==> src/psp_pkg.sv <==
// shared types and constants for the point sort and path length block
package psp_pkg;

    localparam int COORD_W = 16;
    localparam int PATH_W = 24;
    localparam int SHORT_W = 16;
    localparam int SQ_W = 34;
    localparam int ROOT_W = 17;
    localparam logic [PATH_W-1:0] PATH_MAX = {PATH_W{1'b1}};
    localparam logic [SHORT_W-1:0] SHORT_MAX = {SHORT_W{1'b1}};

    typedef struct packed {
        logic signed [COORD_W-1:0] x_coord;
        logic signed [COORD_W-1:0] y_coord;
        logic                      last_in;
    } in_item_t;

    typedef struct packed {
        logic signed [COORD_W-1:0] sorted_x;
        logic signed [COORD_W-1:0] sorted_y;
        logic [PATH_W-1:0]         path_length;
        logic [SHORT_W-1:0]        shortcut_length;
        logic                      overflow_flag;
        logic                      last_out;
    } out_item_t;

    typedef struct packed {
        logic signed [COORD_W-1:0] x;
        logic signed [COORD_W-1:0] y;
    } point_t;

    typedef struct packed {
        logic              valid;
        logic [SQ_W-1:0]   key;
        point_t            pt;
    } cell_data_t;

    typedef struct packed {
        logic insert;
        logic shift_out;
    } cell_ctrl_t;

endpackage

==> src/psp_cell.sv <==
// one sort cell: holds a point and its key, keeps the chain in order
module psp_cell
(
    input  logic                  clk,
    input  logic                  rst_n,
    input  psp_pkg::cell_ctrl_t   ctrl,
    input  psp_pkg::cell_data_t   new_item,
    input  psp_pkg::cell_data_t   prev_item,
    input  logic                  prev_takes,
    input  psp_pkg::cell_data_t   next_item,
    output psp_pkg::cell_data_t   item,
    output logic                  takes
);

    psp_pkg::cell_data_t data_reg, data_next;

    // new point lands here or earlier: cell empty or stored key strictly greater
    assign takes = !data_reg.valid || (data_reg.key > new_item.key);

    always_comb
    begin
        data_next = data_reg;
        if (ctrl.shift_out)
        begin
            data_next = next_item;
        end
        else if (ctrl.insert)
        begin
            if (prev_takes)
                data_next = prev_item;
            else if (takes)
                data_next = new_item;
        end
    end

    always_ff @(posedge clk or negedge rst_n)
    begin
        if (!rst_n)
        begin
            data_reg <= '0;
        end
        else
        begin
            data_reg <= data_next;
        end
    end

    assign item = data_reg;

endmodule

==> config.mk <==
export PLATFORM = sky130hd
export DESIGN_NAME = psp_cell
export DESIGN_NICKNAME = d
export VERILOG_FILES = /design/src/psp_pkg.sv /design/src/psp_cell.sv
export SDC_FILE = /design/constraint.sdc
export NUM_CORES = 1
export LEC_CHECK = 0
export BUFFER_PORTS_ARGS = -buffer_cell sky130_fd_sc_hd__buf_2
export CORE_ASPECT_RATIO = 0.5
export CORE_MARGIN = 3
export CORE_UTILIZATION = 39
export DETAILED_ROUTE_END_ITERATION = 16
export PLACE_DENSITY = 0.72
export SLEW_MARGIN = 40
export SYNTH_ARGS = -nofsm -noshare
export SYNTH_HDL_FRONTEND = slang
export SYNTH_SLANG_ARGS = --single-unit
export TNS_END_PERCENT = 100
==> constraint.sdc <==
create_clock -name clk -period 3.05 [get_ports clk]
set_clock_uncertainty 0.2 [all_clocks]
set_input_delay 0.305 -clock clk [delete_from_list [all_inputs] [get_ports clk]]
set_output_delay 0.305 -clock clk [all_outputs]
set_load 0.02 [all_outputs]
==> results of run 1 <==
==> per-layer routing <==
layer | GRT usage [%] | part of all wire, %
met5 | 0 | 0
met1 | 24.2 | 42
met4 | 6.50 | 2.5
met2 | 35.1 | 50
met3 | 4.63 | 5.3
==> final timing paths <==
kind | startpoint | end | slack (ns) | depth (start not counted)
max in group asynchronous | rst_n | item[7] | 1.83 | 2
worst min register to register | item[4] | item[4] | 0.28 | 1
min in group asynchronous | rst_n | item[41] | 0.32 | 2
worst min-delay path | ctrl[1] | item[66] | 0.06 | 2
worst max register to register | item[61] | item[1] | 0.17 | 9
worst max-delay path | item[61] | takes | 0.11 | 8
==> where the power goes <==
group	internal (mW)	total [mW]	switching [mW]	leakage, nW
Sequential	1.02	1.10	0.0832	0.803
Clock	0.800	1.19	0.388	0.159
Combinational	0.451	1.02	0.565	2.63
==> cell usage in the layout, fill, tap and decap left out, types with 3 or more instances in the layout <==
cell,synthesis,layout
nand2b_1,3,3
mux2_1,39,39
a21oi_1,16,16
nand4_1,9,9
o21a_1,3,3
ha_1,34,34
mux2_2,26,26
dfrtp_1,67,67
mux2i_1,67,67
nor2_1,7,7
inv_1,37,37
buf_4,1,5
bufinv_16,0,3
buf_2,5,269
o21ai_0,68,67
buf_6,4,3
nand2_1,73,73
clkbuf_16,0,9
==> logic make-up (layout without fill, tap and decap cells) <==
family          Yosys count  count (layout)  synth area share [%]
mux                     132             132                  29.4
compound gates          100             100                  11.6
simple gates             99              99                  8.79
flops                    67              67                  35.2
buf+inv                  67             334                  6.11
fa+ha+maj                34              34                  8.92
==> per-stage QoR <==
stage / total power [mW] / util [%] / cell area, um2 / cells
5_1_grt: 3.51 / 58.1 / 6650 / 925
4_1_cts: 3.35 / 58.0 / 6640 / 924
6_report: 3.31 / 58.1 / 6650 / 925
2_1_floorplan: 1.71 / - / 4770 / 499
3_3_place_gp: 2.11 / 54.7 / 6260 / 906
3_5_place_dp: 2.13 / 54.7 / 6270 / 906
==> final cells by class <==
class / count / share of cell area, %
Clock buffer: 10 / 3.44
Clock inverter: 6 / 1.71
Inverter: 37 / 2.09
Multi-Input combinational cell: 365 / 42.4
Sequential cell: 67 / 25.2
Tap cell: 159 / 2.99
Timing Repair Buffer: 281 / 22.2
==> timing repair <==
action                                  4_1_cts  5_1_grt
pin swaps                                     0        3
hold buffers                                  2        0
resized for setup                             1        4
buffers inserted                              0        1
hold endpoints to repair                     68        0
endpoints found under the setup margin        1       24
==> flow_summary.ini, run 1 <==
[run_status]
status = completed

[sta]
post-route-period-util_pct = 96.5
final-hold-violation-count = 0
finalWorstPathRequiredPeriod_ns = 2.94
relSlewSlack_pct = 50.2
hold_ws_ns = 0.0590
finalSetupViolCount = 0
tns_ns = 0
worst_slack_ns = 0.107
fmax_ghz = 0.340
drv_slew = 0
worstMarginPinSlew_ns = 0.747

[worst_setup_path]
critPathLaunchType = flip-flop
crit_type = reg2out
crit_buf_inv = 1
required_ns = 2.54
crit_chain = ha_1 > nand4_1 > nor4_2 > nand2_1 > a31o_2 > and3_1 > o21ai_1 > buf_4
end_kind = output pin
arrival_ns = 2.44
slowest_delay_ns = 0.39
cp_max_fo = 3
cp_top_family = simple AND/OR/NAND/NOR gates
cp_slowest_cell = dfrtp_1

[power_and_ir_drop]
power_density_nw_per_um2 = 497
p_leak_nw = 3.59
vdd_drop_max_mv = 0.290

[synthesis]
synth_area_per_cell_um2 = 9.56
syn_nets = 739
synth_flop_cell = dfrtp_1
ys_seq_elements = 67
synth.most_common_cell = nand2_1
syn_area_um2 = 4770
synth_common_cells = 73 x nand2_1, 68 x o21ai_0, 67 x dfrtp_1, 67 x mux2i_1, 39 x mux2_1
ys_types = 34
yosys_warnings = 0
async_flop_share_pct = 100
ys_seq_area_share_pct = 35.2
yosysTopAreaCell = dfrtp_1
ys_top_cells_by_area = dfrtp_1 35%, mux2i_1 14%, mux2_1 9.2%, ha_1 8.9%, o21ai_0 7.1%
syn-instance-count = 499
synth_top_area_share_pct = 35.2
synth-edff-count = 0

[routing]
antenna_left = 0
vias = 4553
via_per_inst = 4.92
drt-pass1-iter-count = 4
drtIter0Drc = 116
drc = 0
wl_um = 13900
wl_per_cell_um = 15.0

[clock_network]
numCtsBuffers = 9
cts.sinks = 67
clock_latency_ns = 0.33
cts.clk_slew.worst_paths_ns = 0.06
root_buffer = clkbuf_16
cts_tree = done
htreeDepth = 3
cts_max_path_buffers = 2

[grt]
grt_pass1_wl_um = 22100
first_global_vias = 4553
gr-total-overflow = 0
grt_usage_pct = 19.9
grt_antenna_before_repair = 0
grt_max_degree = 129

[final_layout]
fillers = 1018
syn_to_final_growth_pct = 39.5
nets = 1001
largest_reg_flops = 67
n_antenna_cell = 0
drive_gt1_share_pct = 42.3
final-seq-area_um2 = 1680
multi_input_area_um2 = 2820

[die]
dieHeight_um = 84.2
rows = 27
fp.dieW_um = 162
dieArea_um2 = 13700
start_util_pct = 41.6
core_um2 = 11500
ioPinCount = 274

[placed_design]
gp_congestion = 0.862
io_buffers = 273
pre_cts_ws_ns = 0.0388
dpl.hpwl_um = 10900

[min_path]
hp-class = in2reg

[flow_run]
maxCapViolCount = 0
(Power assumes the default switching activity.)
==> run 2: changes to the inputs <==
ABC_AREA = 1   (was unset)
==> run 2 against run 1 <==
Compared with the run above: count of clock-buffer cells in the layout shrank 1; register-to-register slack better by 0.23 ns; sequential power about the same; fmax up 11%; sequential share of layout area down 0.17 points; wire length up 14%; worst setup slack improved by 0.29 ns; combinational power hardly changed; first-iteration DRC count grew 110%; cell count grew 23%; utilization down 2.8 points; critical path type is now reg2reg; largest power group is now registers.
==> flow_summary.ini, run 2 <==
[power_and_ir_drop]
vdd_drop_max_mv = 0.254
power_mw = 3.16
power_density_nw_per_um2 = 471
p_leak_nw = 3.92

[worst_setup_path]
path_common_cell = nand2_1
crit_chain = ha_1 > nand2_1 > nor2_2 > nand2_2 > nor4_2 > nand2_1 > nand2_2 > nand3_4 > nand2_2 > buf_4 > nand2_1 > nand2_1
r2r-end = item[36]
cp_slowest_cell = dfrtp_1
rrSetupSlack_ns = 0.40
worst-r2r-cell-count = 12
crit_type = reg2reg
critPathLaunchType = flip-flop
required_ns = 3.11
end_kind = flip-flop
cp_max_fo = 35
worstReg2RegStart = item[65]
arrival_ns = 2.72
slowest_delay_ns = 0.39

[clock_network]
cts_tree = done
root_buffer = clkbuf_16
htreeDepth = 3
numCtsBuffers = 9
cts_setup_buffers = 0
cts.sinks = 67
cts.clk_slew.worst_paths_ns = 0.06
cts_max_path_buffers = 2
clock_latency_ns = 0.33

[sta]
hold_ws_ns = 0.116
drv_slew = 0
worstMarginPinSlew_ns = 0.784
tns_ns = 0
final-hold-violation-count = 0
rsz0062_at_grt = no
finalSetupViolCount = 0
post-route-period-util_pct = 86.9
finalWorstPathRequiredPeriod_ns = 2.65
fmax_ghz = 0.377
relSlewSlack_pct = 47.7

[final_layout]
mostFrequentLayoutCells = 270 x buf_2, 248 x nand2_1, 70 x nand3_1, 68 x o21ai_0, 67 x dfrtp_1
largest_reg_flops = 67
final_common_cell = buf_2
drive_gt1_share_pct = 31.4
n_antenna_cell = 0
final_cells = 1134
fillers = 1224
syn_to_final_growth_pct = 35.0
nets = 1205

[die]
dieHeight_um = 85.8
ioPinCount = 274
dieArea_um2 = 14200
rows = 28
core_um2 = 12100
start_util_pct = 40.9
fp.dieW_um = 166

[synthesis]
synth_flop_cell = dfrtp_1
ys_types = 22
synth_compound_area_share_pct = 11.8
ys_top_cells_by_area = dfrtp_1 34%, nand2_1 19%, ha_1 8.6%, nand3_1 7.1%, mux2i_1 6.9%
ys_seq_elements = 67
syn_nets = 959
synthMuxAreaShare_pct = 6.86
ys_seq_area_share_pct = 33.8
syn-instance-count = 719
yosys_warnings = 0
yosys.area_share.adder_pct = 8.58
syn_area_um2 = 4960
synth_xor_area_share_pct = 0
synth_common_cells = 248 x nand2_1, 70 x nand3_1, 68 x o21ai_0
async_flop_share_pct = 100
synth_top_family_by_area = simple AND/OR/NAND/NOR gates
synth_simple_gate_area_share_pct = 30.8
synth.most_common_cell = nand2_1
synth_top_area_share_pct = 33.8
yosysTopAreaCell = dfrtp_1
synth-edff-count = 0
synth_area_per_cell_um2 = 6.90

[routing]
antenna_left = 0
vias = 5483
wl_per_cell_um = 14.0
drtIter0Drc = 240
drt-pass1-iter-count = 4
via_per_inst = 4.84
wl_um = 15900
drc = 0

[placed_design]
io_buffers = 273
dpl.hpwl_um = 12200
gp_congestion = 0.833
dp_cells = 1118

[grt]
grt_antenna_before_repair = 1
gr-total-overflow = 0
grt_usage_pct = 21.9
grt_pass1_wl_um = 25000
first_global_vias = 5173
grt_max_degree = 97

[flow_run]
maxCapViolCount = 0

[min_path]
hold_end = item[39]
min_path_cells = 5
hold_start = next_item[39]
hp-class = in2reg

[run_status]
status = completed
-- run 2: cell types whose count changed in the layout (fill, tap and decap cells not counted), sizes merged, moves of 8 or more --
cell,delta
nand2,+178
nand3,+70
mux2,-65
nor2,+41
mux2i,-33
a21oi,+30
inv,+9
nand4,-8
-- run 2: timing repair --
action	4_1_cts	5_1_grt
endpoints found under the hold margin	67	0
hold buffers	1	0
gates resized for setup	0	0
-- run 2: layout make-up --
type	count	area [um2]	share of cell area [%]
clock buffer	9	225	3.36
timing repair buffer	283	1470	21.9
sequential	67	1680	25.0
inverter	46	173	2.58
clock inverter	6	67.6	1.01
multi-input combinational	558	2880	43.0
tap	165	206	3.08
-- run 2: cells by family after synthesis --
| group | after synthesis |
|---|---|
| simple gates | 374 |
| buf+inv | 94 |
| flops | 67 |
| fa+ha+maj | 34 |
| mux | 34 |
| compound gates | 116 |
-- run 2: worst max-delay path by stage --
stage / start / endpoint / slack [ns] / cells after the start
2_1_floorplan: item[57] / item[47] / 0.79 / 16
3_3_place_gp: new_item[65] / item[42] / 0.43 / 14
3_5_place_dp: new_item[65] / item[4] / 0.35 / 14
4_1_cts: item[65] / item[4] / 0.37 / 12
5_1_grt: item[65] / item[35] / 0.16 / 12
6_report: item[65] / item[36] / 0.40 / 12
-- run 2: report_power, final --
part / leakage, nW / internal, mW / switching (mW) / total, mW
Sequential: 0.822 / 1.02 / 0.0933 / 1.11
Combinational: 2.96 / 0.400 / 0.626 / 1.03
Clock: 0.137 / 0.629 / 0.394 / 1.02
-- run 2: per-layer routing --
metal	GRT usage, %	routed length (um)	vias to the layer above
met5	0	7	-
met1	27.0	6810	2451
met4	6.26	343	2
met3	5.79	961	28
li1	-	-	2831
met2	38.0	7790	171
-- run 2: worst max-delay path: cells and delay by family (launching register included) --
family | cells | cell delay, ns
buffers and inverters | 1 | 0.36
DFF | 1 | 0.39
and+or+nand+nor | 10 | 1.30
adders and majority gates | 1 | 0.32
-- run 2: metrics by stage --
| step | setup WS (ns) | utilization, % | area (um2) |
|---|---|---|---|
| 3_5_place_dp | 0.350 | 52.8 | 6390 |
| 4_1_cts | 0.374 | 55.3 | 6700 |
| 6_report | 0.398 | 55.3 | 6700 |
| 5_1_grt | 0.162 | 55.3 | 6700 |
| 3_3_place_gp | 0.426 | 52.7 | 6390 |
| 2_1_floorplan | 0.793 | - | 4960 |
