==> config.mk <==
export PLATFORM = sky130hd
export DESIGN_NAME = psp_sqrt
export DESIGN_NICKNAME = d
export VERILOG_FILES = /design/src/psp_pkg.sv /design/src/psp_sqrt.sv
export SDC_FILE = /design/constraint.sdc
export NUM_CORES = 1
export LEC_CHECK = 0
export BUFFER_PORTS_ARGS = -buffer_cell sky130_fd_sc_hd__buf_2
export CAP_MARGIN = 20
export CELL_PAD_IN_SITES_DETAIL_PLACEMENT = 1
export CELL_PAD_IN_SITES_GLOBAL_PLACEMENT = 1
export CORE_ASPECT_RATIO = 1.5
export CORE_UTILIZATION = 35
export DETAILED_ROUTE_END_ITERATION = 6
export PLACE_DENSITY = 0.75
export SLEW_MARGIN = 20
export SYNTH_ARGS = -nofsm -noshare
export SYNTH_HDL_FRONTEND = slang
export SYNTH_SLANG_ARGS = --single-unit
==> constraint.sdc <==
create_clock -name clk -period 10.6 [get_ports clk]
set_clock_uncertainty 0.2 [all_clocks]
set_input_delay 1.59 -clock clk [delete_from_list [all_inputs] [get_ports clk]]
set_output_delay 1.59 -clock clk [all_outputs]
set_load 0.05 [all_outputs]
==> src/psp_pkg.sv <==
// shared types and constants for the point sort and path length block
package psp_pkg;

    localparam int COORD_W = 16;
    localparam int PATH_W = 24;
    localparam int SHORT_W = 16;
    localparam int SQ_W = 34;
    localparam int ROOT_W = 17;
    localparam logic [PATH_W-1:0] PATH_MAX = {PATH_W{1'b1}};
    localparam logic [SHORT_W-1:0] SHORT_MAX = {SHORT_W{1'b1}};

    typedef struct packed {
        logic signed [COORD_W-1:0] x_coord;
        logic signed [COORD_W-1:0] y_coord;
        logic                      last_in;
    } in_item_t;

    typedef struct packed {
        logic signed [COORD_W-1:0] sorted_x;
        logic signed [COORD_W-1:0] sorted_y;
        logic [PATH_W-1:0]         path_length;
        logic [SHORT_W-1:0]        shortcut_length;
        logic                      overflow_flag;
        logic                      last_out;
    } out_item_t;

    typedef struct packed {
        logic signed [COORD_W-1:0] x;
        logic signed [COORD_W-1:0] y;
    } point_t;

    typedef struct packed {
        logic              valid;
        logic [SQ_W-1:0]   key;
        point_t            pt;
    } cell_data_t;

    typedef struct packed {
        logic insert;
        logic shift_out;
    } cell_ctrl_t;

endpackage

==> src/psp_sqrt.sv <==
// iterative integer square root, two radicand bits per cycle
module psp_sqrt
(
    input  logic                          clk,
    input  logic                          rst_n,
    input  logic                          start,
    input  logic [psp_pkg::SQ_W-1:0]      radicand,
    output logic                          done,
    output logic [psp_pkg::ROOT_W-1:0]    root
);

    localparam int STEPS = psp_pkg::SQ_W / 2;
    localparam int CNT_W = $clog2(STEPS + 1);

    logic [psp_pkg::SQ_W-1:0]   rem_reg, rem_next;
    logic [psp_pkg::SQ_W-1:0]   res_reg, res_next;
    logic [psp_pkg::SQ_W-1:0]   bit_reg, bit_next;
    logic [CNT_W-1:0]           cnt_reg, cnt_next;
    logic                       busy_reg, busy_next;
    logic                       done_reg, done_next;
    logic [psp_pkg::SQ_W-1:0]   trial;

    assign trial = res_reg + bit_reg;

    always_comb
    begin
        rem_next = rem_reg;
        res_next = res_reg;
        bit_next = bit_reg;
        cnt_next = cnt_reg;
        busy_next = busy_reg;
        done_next = 1'b0;
        if (start)
        begin
            rem_next = radicand;
            res_next = '0;
            bit_next = {2'b01, {(psp_pkg::SQ_W-2){1'b0}}};
            cnt_next = CNT_W'(STEPS);
            busy_next = 1'b1;
        end
        else if (busy_reg)
        begin
            if (rem_reg >= trial)
            begin
                rem_next = rem_reg - trial;
                res_next = (res_reg >> 1) + bit_reg;
            end
            else
            begin
                res_next = res_reg >> 1;
            end
            bit_next = bit_reg >> 2;
            cnt_next = cnt_reg - 1'b1;
            if (cnt_reg == CNT_W'(1))
            begin
                busy_next = 1'b0;
                done_next = 1'b1;
            end
        end
    end

    always_ff @(posedge clk or negedge rst_n)
    begin
        if (!rst_n)
        begin
            cnt_reg <= '0;
            busy_reg <= 1'b0;
            done_reg <= 1'b0;
        end
        else
        begin
            cnt_reg <= cnt_next;
            busy_reg <= busy_next;
            done_reg <= done_next;
        end
    end

    always_ff @(posedge clk)
    begin
        rem_reg <= rem_next;
        res_reg <= res_next;
        bit_reg <= bit_next;
    end

    assign done = done_reg;
    assign root = res_reg[psp_pkg::ROOT_W-1:0];

endmodule

==> results of run 1 <==
==> final cells by class <==
type / count / share of cell area [%]
inverter: 28 / 1.27
multi-input combinational: 754 / 60.6
timing repair buffer: 59 / 3.75
clock buffer: 13 / 3.28
tap: 268 / 4.05
sequential: 92 / 26.8
clock inverter: 3 / 0.227
==> cell families (layout without fill, tap and decap cells) <==
logic type / after synthesis / in the layout / synth area share [%]
compound gates: 279 / 279 / 24.2
xor+xnor: 72 / 72 / 8.23
fa+ha+maj: 73 / 73 / 12.0
buf+inv: 91 / 103 / 5.63
flops: 92 / 92 / 28.9
mux: 19 / 19 / 2.50
simple gates: 311 / 311 / 18.5
==> cell usage after synthesis, drive strengths merged (17+ instances only) <==
master / n / area (sq um)
a21o: 25 / 188
xnor2: 37 / 324
mux2i: 18 / 180
buf: 32 / 209
clkbuf: 31 / 118
dfxtp: 51 / 1020
o21ai: 73 / 365
inv: 28 / 105
xor2: 35 / 307
nand2: 104 / 390
edfxtp: 34 / 1020
a311oi: 17 / 149
a211oi: 18 / 135
ha: 72 / 901
a31oi: 23 / 144
a21oi: 48 / 240
nor3: 17 / 85.1
nor2: 101 / 379
==> how the worst max path moves through the flow <==
stage          depth (start not counted)           to       start
2_1_floorplan                         21   rem_reg[0]  res_reg[0]
4_1_cts                               21  rem_reg[24]  res_reg[0]
3_3_place_gp                          21  rem_reg[31]  res_reg[0]
5_1_grt                               20  rem_reg[30]  res_reg[2]
6_report                              21  rem_reg[30]  res_reg[0]
3_5_place_dp                          21  rem_reg[30]  res_reg[0]
==> routing by layer <==
layer	vias to the layer above	track usage (%)	part of all wire [%]
met5	-	0	0
met4	0	8.93	3.4
met3	39	2.36	2.1
met2	80	34.4	50
met1	3362	23.9	44
li1	3438	-	-
==> layout by cell type (no fill, tap or decap), types with 5 or more instances in the layout <==
cell type / netlist / routed
nand2_1: 104 / 104
nor2_1: 101 / 101
ha_1: 72 / 72
o21ai_0: 69 / 69
buf_2: 5 / 53
dfxtp_1: 51 / 51
a21oi_1: 48 / 48
xnor2_1: 37 / 37
xor2_1: 35 / 35
edfxtp_1: 34 / 34
inv_1: 28 / 28
a21o_1: 25 / 25
a31oi_1: 23 / 23
a211oi_1: 18 / 18
mux2i_1: 18 / 18
nor3_1: 17 / 17
a311oi_1: 17 / 17
nand4_1: 15 / 15
or3_1: 13 / 13
nand3_1: 12 / 12
o21bai_1: 10 / 10
nor2b_1: 10 / 10
clkbuf_16: 0 / 10
nor4_1: 9 / 9
o21a_1: 9 / 9
o31ai_1: 9 / 9
nand2b_1: 7 / 7
o32ai_1: 7 / 7
a31o_2: 6 / 6
dfrtp_1: 7 / 6
buf_4: 20 / 6
and2_1: 5 / 5
==> through the flow <==
stage	hold slack (ps)	cells	power [uW]
2_1_floorplan	278	937	1830
3_3_place_gp	296	1201	2130
3_5_place_dp	322	1201	2170
4_1_cts	338	1217	2520
5_1_grt	352	1217	2720
6_report	328	1217	2510
==> report_power, final <==
part	leakage, uW	internal, uW	total [uW]	switching (uW)
sequential	0.000852	523	635	111
combinational	0.00242	602	1540	943
clock	0.000145	180	327	147
==> worst max-delay path, stage by stage, from the launching register on <==
cell and delay, ps:
dfxtp_1 330, ha_1 220, ha_1 210, a21oi_1 190
o21bai_1 120, a31oi_1 370, o21ai_0 240, a21oi_1 330
a21boi_0 200, a31oi_1 300, o21ai_0 180, xnor2_1 160
ha_1 410, nand4_1 190, nor4_1 410, a41o_1 220
a221o_1 150, a21oi_1 70, o21ai_1 80, buf_4 290
a21o_1 160, buf_4 420
==> flow_summary_export.csv, run 1 <==
group,metric,value,unit
layout,fillerInstances,2575,
layout,diodes,0,
setup_path,crit_type,"register to register",
place,gp_congestion,0.822,
setup_path,reg2reg_from,"res_reg[0]",
detailed_routing,viasPerCell,5.69,
outcome,outcome,"completed",
yosys,synthArstFlopShare,7.61,%
die,die_w,123,microns
detailed_routing,ant_nets,0,
yosys,ys_seq_elements,92,
yosys,synth_nets,1047,
clock_network,path_clk_slew,70,ps
setup_path,startpoint_type,"register",
grt,grt_pass1_wl,35100,microns
min_path,hold_start,"cnt_reg[4]",
min_path,hp-class,"register to register",
yosys,syn_avg_cell_area,8.18,sq um
sta,max_freq,171,MHz
sta,layout_setup_ws,4760,ps
grt,track_usage,19.8,%
grt,grt_pass1_vias,7036,
sta,fin_setup_tns,0,ps
layout,seqCellArea,0.00222,sq mm
detailed_routing,drt_wl_total,21200,microns
power,ir_worst_vdd,0.000145,V
detailed_routing,drt-pass1-iter-count,4,
setup_path,crit_required,10400,ps
sta,min_period_over_period,55.1,%
setup_path,r2r_end,"rem_reg[30]",
grt,grt_overflow,0,
power,p_per_area,303,mW/mm^2
clock_network,worstSkewPairLatency,360,ps
place,dp_hpwl,15900,microns
setup_path,worst_ep_arrival_time,5650,ps
setup_path,r2r_cells,21,
die,row_count,65,
layout,drive_gt1_share,9.27,%
detailed_routing,wl_per_cell,17.4,microns
layout,fin_util,39.0,%
layout,final_nets,1054,
yosys,syn_inst,937,
detailed_routing,vias,6919,
setup_path,crit_path_end_kind,"register",
place,io_buffers,54,
die,dieArea,0.0225,sq mm
die,initial_core_util,36.1,%
layout,final_cell_area,0.00827,sq mm
setup_path,r2r_slack,4760,ps
sta,hold_violations,0,
grt,antenna_found_initial,0,
clock_network,cts_root_buffer,"clkbuf_16",
min_path,hold_end,"cnt_reg[4]",
clock_network,post_cts_buffers,0,
die,core,0.0212,sq mm
clock_network,cts_hold_repair.buffers,0,
yosys,yosys_warnings,0,
sta,setup_violations,0,
power,power.leakage,0.00342,uW
detailed_routing,drt_iter0_drc,222,
setup_path,cp_max_fo,34,
clock_network,cts_buffers,9,
die,top_level_ports,55,
yosys,synth_ff_type,"dfxtp_1",
clock_network,max-clock-path-buffers,2,
detailed_routing,drc,0,
grt,grt_max_degree,92,
place,pre_cts_ws,4790,ps
min_path,holdPathStages,2,
yosys,seq_area_frac_synth,28.9,%
yosys,syn_area,0.00766,sq mm
sta,rsz0062_at_grt,"no",
sta,slew_viol_final,0,
layout,area_growth,7.97,%
sta,max_slew_margin,41.2,%
clock_network,cts_tree,"yes",
clock_network,cts-htree-levels,3,
yosys,synth_edf_count,34,
sta,worst_pin_slew,882,ps
place,placed_area,0.00798,sq mm
sta,fin_crit,5840,ps
layout,multiInputGateArea,0.00501,sq mm
yosys,yosysUniqueCellTypes,69,
die,die_height,183,microns
clock_network,cts_resized,0,
clock_network,clkSinkCount,92,
run,maxCapViolations,0,
Power figures use the tool's default switching activity.
==> run 2, diff against run 1 <==
PLACE_DENSITY = 0.77   (was 0.75)
clock period = 4.7 ns   (was 10.6 ns; I/O delays follow)
==> run 2 against run 1 <==
The run now ends with setup timing left. Cell count is 9.9% higher. Combinational power grew to 3.2 times the previous value. Fmax is 17% higher. Utilization is 7.6 points higher. Wire length is 27% higher. Via count is 12% higher. Critical endpoint is now res_reg[7]. Clock-buffer cell count is 1 lower. Clock power is 140% higher. Largest power group unchanged. Sequential share of layout area is 4.3 points lower.
==> flow_summary_export.csv, run 2 (same netlist as run 1, synthesis figures left out) <==
group,metric,value,unit
outcome,outcome,"complete, but fails checks",
outcome,violations,"setup timing",
grt,track_usage,23.2,%
die,dieArea,0.0225,sq mm
detailed_routing,drt_iter0_drc,231,
detailed_routing,vias,7770,
clock_network,worstSkewPairLatency,370,ps
grt,antenna_found_initial,0,
layout,diodes,0,
clock_network,max-clock-path-buffers,2,
sta,whs,321,ps
power,p_per_area,715,mW/mm^2
sta,worst_pin_slew,898,ps
sta,rsz0062_at_grt,"yes",
layout,layout_common_cells,"113 x buf_4, 99 x nand2_1, 96 x nor2_1, 67 x ha_1, 56 x o21ai_0",
grt,grt_pass1_wl,40600,microns
detailed_routing,ant_nets,0,
detailed_routing,drt_wl_total,26900,microns
clock_network,cts_root_buffer,"clkbuf_16",
sta,hold_violations,0,
detailed_routing,viasPerCell,5.81,
sta,fin_crit,4980,ps
clock_network,clkSinkCount,92,
setup_path,crit_required,4770,ps
setup_path,crit_type,"register to register",
clock_network,cts_tree,"yes",
die,core,0.0212,sq mm
layout,final_common_cell,"buf_4",
setup_path,cp_max_fo,12,
run,maxCapViolations,0,
place,pre_cts_ws,-438,ps
detailed_routing,drc,0,
die,initial_core_util,36.1,%
sta,max_freq,201,MHz
grt,grt_pass1_vias,8032,
detailed_routing,wl_per_cell,20.1,microns
sta,min_period_over_period,106,%
clock_network,cts_buffers,9,
layout,final_nets,1175,
die,top_level_ports,55,
power,ir_worst_vdd,0.000382,V
place,io_buffers,54,
power,power.leakage,0.00419,uW
clock_network,cts-htree-levels,3,
grt,grt_max_degree,75,
die,die_w,123,microns
layout,area_growth,29.1,%
min_path,hp-class,"register to register",
detailed_routing,drt-pass1-iter-count,4,
setup_path,startpoint_type,"register",
sta,slew_viol_final,0,
place,gp_congestion,0.865,
layout,fin_util,46.6,%
sta,setup_violations,70,
layout,drive_gt1_share,27.4,%
grt,grt_overflow,0,
sta,layout_setup_ws,-276,ps
die,die_height,183,microns
setup_path,worst_ep_arrival_time,5040,ps
setup_path,crit_path_end_kind,"register",
place,dp_hpwl,18000,microns
die,row_count,65,
clock_network,path_clk_slew,80,ps
sta,max_slew_margin,40.1,%
run 2: cell types whose count changed in the layout (fill, tap and decap cells not counted), sizes merged:
cell,before,now
dlygate4sd3,0,1
clkinv,3,1
a21o,25,26
inv,28,30
bufinv,0,1
clkbuf,13,14
buf,59,176
run 2: final timing paths:
check,depth (start not counted),slack [ps],end,start
setup / recovery,19,-280,res_reg[7],res_reg[8]
hold / removal,2,320,cnt_reg[4],cnt_reg[4]
setup reg to reg,19,-280,res_reg[7],res_reg[8]
hold reg to reg,2,320,cnt_reg[4],cnt_reg[4]
max in group asynchronous,2,3620,busy_reg,rst_n
min in group asynchronous,2,500,done,rst_n
run 2: final cells by class:
cell class,instances,area [sq um]
inverters,28,105
flip-flops and latches,92,2230
multi-input cells,755,5590
repair buffers,179,1340
clock inverters,4,47.5
well taps,268,335
fillers,2515,11300
clock buffers,12,246
run 2: power breakdown:
part | switching [uW] | total (uW) | internal [uW]
Combinational | 2760 | 4920 | 2170
Clock | 352 | 780 | 428
Sequential | 193 | 1370 | 1180
Total | 3300 | 7080 | 3780
run 2: worst max-delay path, stage by stage, from the launching register on:
cell and delay [ps]:
dfxtp_1 340, ha_1 380, nand4_1 260, or2_4 340, o21ai_2 200, a21o_1 250
o21ai_4 100, buf_6 130, xor2_2 160, ha_1 330, buf_4 170, nand4_1 190
nor4_4 340, a41o_1 190, a221o_1 170, a21oi_2 90, o21a_4 190, buf_16 170
or3_1 350, a311oi_2 290
run 2: what timing repair did:
| action | in CTS | in global routing |
|---|---|---|
| endpoints found under the setup margin | 74 | 75 |
| buffers inserted | 7 | 9 |
| resized for setup | 42 | 87 |
| hold buffers | 1 | 0 |
| cloned | 2 | 3 |
| endpoints found under the hold margin | 7 | 0 |
| pin swaps | 27 | 48 |
run 2: per-layer routing:
layer	GRT usage (%)	vias up	routed length (microns)
li1	-	3682	-
met1	26.3	3830	10700
met2	41.3	170	13900
met3	3.02	88	789
met4	12.4	0	1550
met5	0	-	0
run 2: metrics by stage:
| step | power, uW | cells | area [sq um] | setup TNS [ps] |
|---|---|---|---|---|
| finish | 7080 | 1338 | 9890 | -10530 |
| global route | 7510 | 1338 | 9890 | -15480 |
| CTS | 6520 | 1328 | 9370 | -21.4 |
| detailed placement | 5450 | 1302 | 8770 | -25070 |
| global placement | 5320 | 1302 | 8770 | -8420 |
| floorplan | 4140 | 937 | 7690 | 0 |
==> run 3, diff against run 2 <==
SKIP_CTS_REPAIR_TIMING = 1   (was default)
==> run 3 against run 2 <==
Flip-flop and latch count stayed put. First-iteration DRC count is 29% higher. Global-route usage is 1.5 points lower. Clock-buffer cell count stayed put. Utilization is 0.50 points higher. The flow still finishes with violations (setup timing).
==> flow_summary_export.csv, run 3 (same netlist as run 1, synthesis figures left out) <==
group,metric,value,unit
layout,final_nets,1185,
grt,antenna_found_initial,0,
layout,area_growth,30.5,%
power,pwr-share-clk,10.8,%
detailed_routing,drt_iter0_drc,297,
power,p_per_area,731,mW/mm^2
min_path,hp-class,"register to register",
power,combPwrFrac,70.4,%
power,power.leakage,0.00424,uW
detailed_routing,viasPerCell,5.89,
place,placed_area,0.00877,sq mm
place,gp_congestion,0.865,
layout,final_cell_area,0.0100,sq mm
setup_path,critPathMaxStageDelay,340,ps
die,core,0.0212,sq mm
sta,max_slew_margin,35.9,%
sta,min_period_over_period,105,%
detailed_routing,drt-pass1-iter-count,5,
setup_path,startpoint_type,"register",
setup_path,crit_type,"register to register",
sta,setup_violations,66,
grt,track_usage,21.6,%
setup_path,startpoint,"bit_reg[0]",
layout,diodes,0,
setup_path,slowest_stage,"dfxtp_2",
place,io_buffers,54,
sta,fin_crit,4950,ps
setup_path,worst_ep_arrival_time,4980,ps
run,maxCapViolations,0,
setup_path,reg2reg_from,"bit_reg[0]",
layout,drive_gt1_share,28.1,%
sta,hold_violations,0,
power,switching_share,46.7,%
outcome,violations,"setup timing",
place,dp_hpwl,18000,microns
layout,layout.cells.non_filler,1348,
clock_network,worstSkewPairLatency,380,ps
detailed_routing,ant_nets,0,
grt,grt_pass1_vias,7740,
grt,grt_max_degree,75,
sta,rsz0062_at_grt,"yes",
sta,slew_viol_final,0,
detailed_routing,wl_per_cell,21.2,microns
sta,whs,321,ps
die,die_height,183,microns
power,seqPwrFrac,18.8,%
setup_path,crit_path_end_kind,"register",
place,dp.cells,1302,
clock_network,clkSinkCount,92,
power,internal_power,3890,uW
die,dieArea,0.0225,sq mm
clock_network,path_clk_slew,70,ps
grt,grt_overflow,0,
die,row_count,65,
power,finalPower,7310,uW
clock_network,cts_tree,"yes",
setup_path,cp_max_fo,6,
setup_path,r2r_cells,25,
outcome,outcome,"complete, but fails checks",
detailed_routing,drc,0,
detailed_routing,vias,7933,
setup_path,critical_path.endpoint,"res_reg[15]",
power,p_sw,3420,uW
clock_network,cts_buffers,9,
layout,fillerInstances,2497,
die,initial_core_util,36.1,%
setup_path,r2r_slack,-250,ps
sta,worst_pin_slew,962,ps
clock_network,max-clock-path-buffers,2,
setup_path,r2r_end,"res_reg[15]",
grt,grt_pass1_wl,38200,microns
detailed_routing,drt_wl_total,28600,microns
clock_network,cts-htree-levels,3,
layout,layout_common_cells,"115 x buf_4, 96 x nor2_1, 95 x nand2_1, 68 x ha_1, 56 x o21ai_0",
layout,final_common_cell,"buf_4",
sta,max_freq,202,MHz
setup_path,crit_required,4730,ps
die,top_level_ports,55,
die,die_w,123,microns
sta,layout_setup_ws,-251,ps
power,ir_worst_vdd,0.000322,V
clock_network,cts_root_buffer,"clkbuf_16",
[run 3: cell type report]
class | count | area, sq um | area share, %
tap | 268 | 335 | 3.35
multi-input combinational | 759 | 5630 | 56.3
timing repair buffer | 185 | 1410 | 14.1
sequential | 92 | 2230 | 22.3
clock inverter | 4 | 47.5 | 0.475
inverter | 28 | 105 | 1.05
clock buffer | 12 | 246 | 2.46
[run 3: per-layer routing]
layer,global-route usage [%],wire (microns),vias up
met4,10.1,1740,0
met2,38.7,14700,228
li1,-,-,3705
met1,25.1,11100,3890
met5,0,0,-
met3,2.74,1040,110
[run 3: critical path: cells and delay by family, from the launching register on]
family                   cells  cell delay [ps]
flip-flops                   1              340
XOR/XNOR                     2              480
adder cells (fa/ha/maj)      3              630
AND/OR/NAND/NOR              2              270
AO/OA/AOI/OAI               13             2090
buffers and inverters        5              820
[run 3: worst min path at each step]
stage | from | endpoint | cells past startpoint
final | cnt_reg[4] | cnt_reg[4] | 2
after global routing | busy_reg | busy_reg | 1
after CTS | rst_n | cnt_reg[2] | 1
after detailed placement | busy_reg | busy_reg | 1
after global placement | busy_reg | busy_reg | 1
after floorplan | rst_n | busy_reg | 0
[run 3: metrics by stage]
stage,util (%),setup TNS (ps),setup slack [ps]
4_1_cts,42.7,-30370,-528
5_1_grt,47.1,-19420,-468
2_1_floorplan,-,0,1.46
3_5_place_dp,41.3,-25070,-438
6_report,47.1,-5030,-251
3_3_place_gp,41.3,-8420,-155
[run 3: power groups by stage]
| stage | Sequential, uW | Combinational [uW] | Clock, uW |
|---|---|---|---|
| after detailed placement | 1370 | 4080 | 0 |
| final | 1370 | 5150 | 788 |
| after global placement | 1360 | 3960 | 0 |
| after CTS | 1350 | 4140 | 789 |
| after floorplan | 1330 | 2800 | 0 |
| after global routing | 1400 | 5530 | 817 |
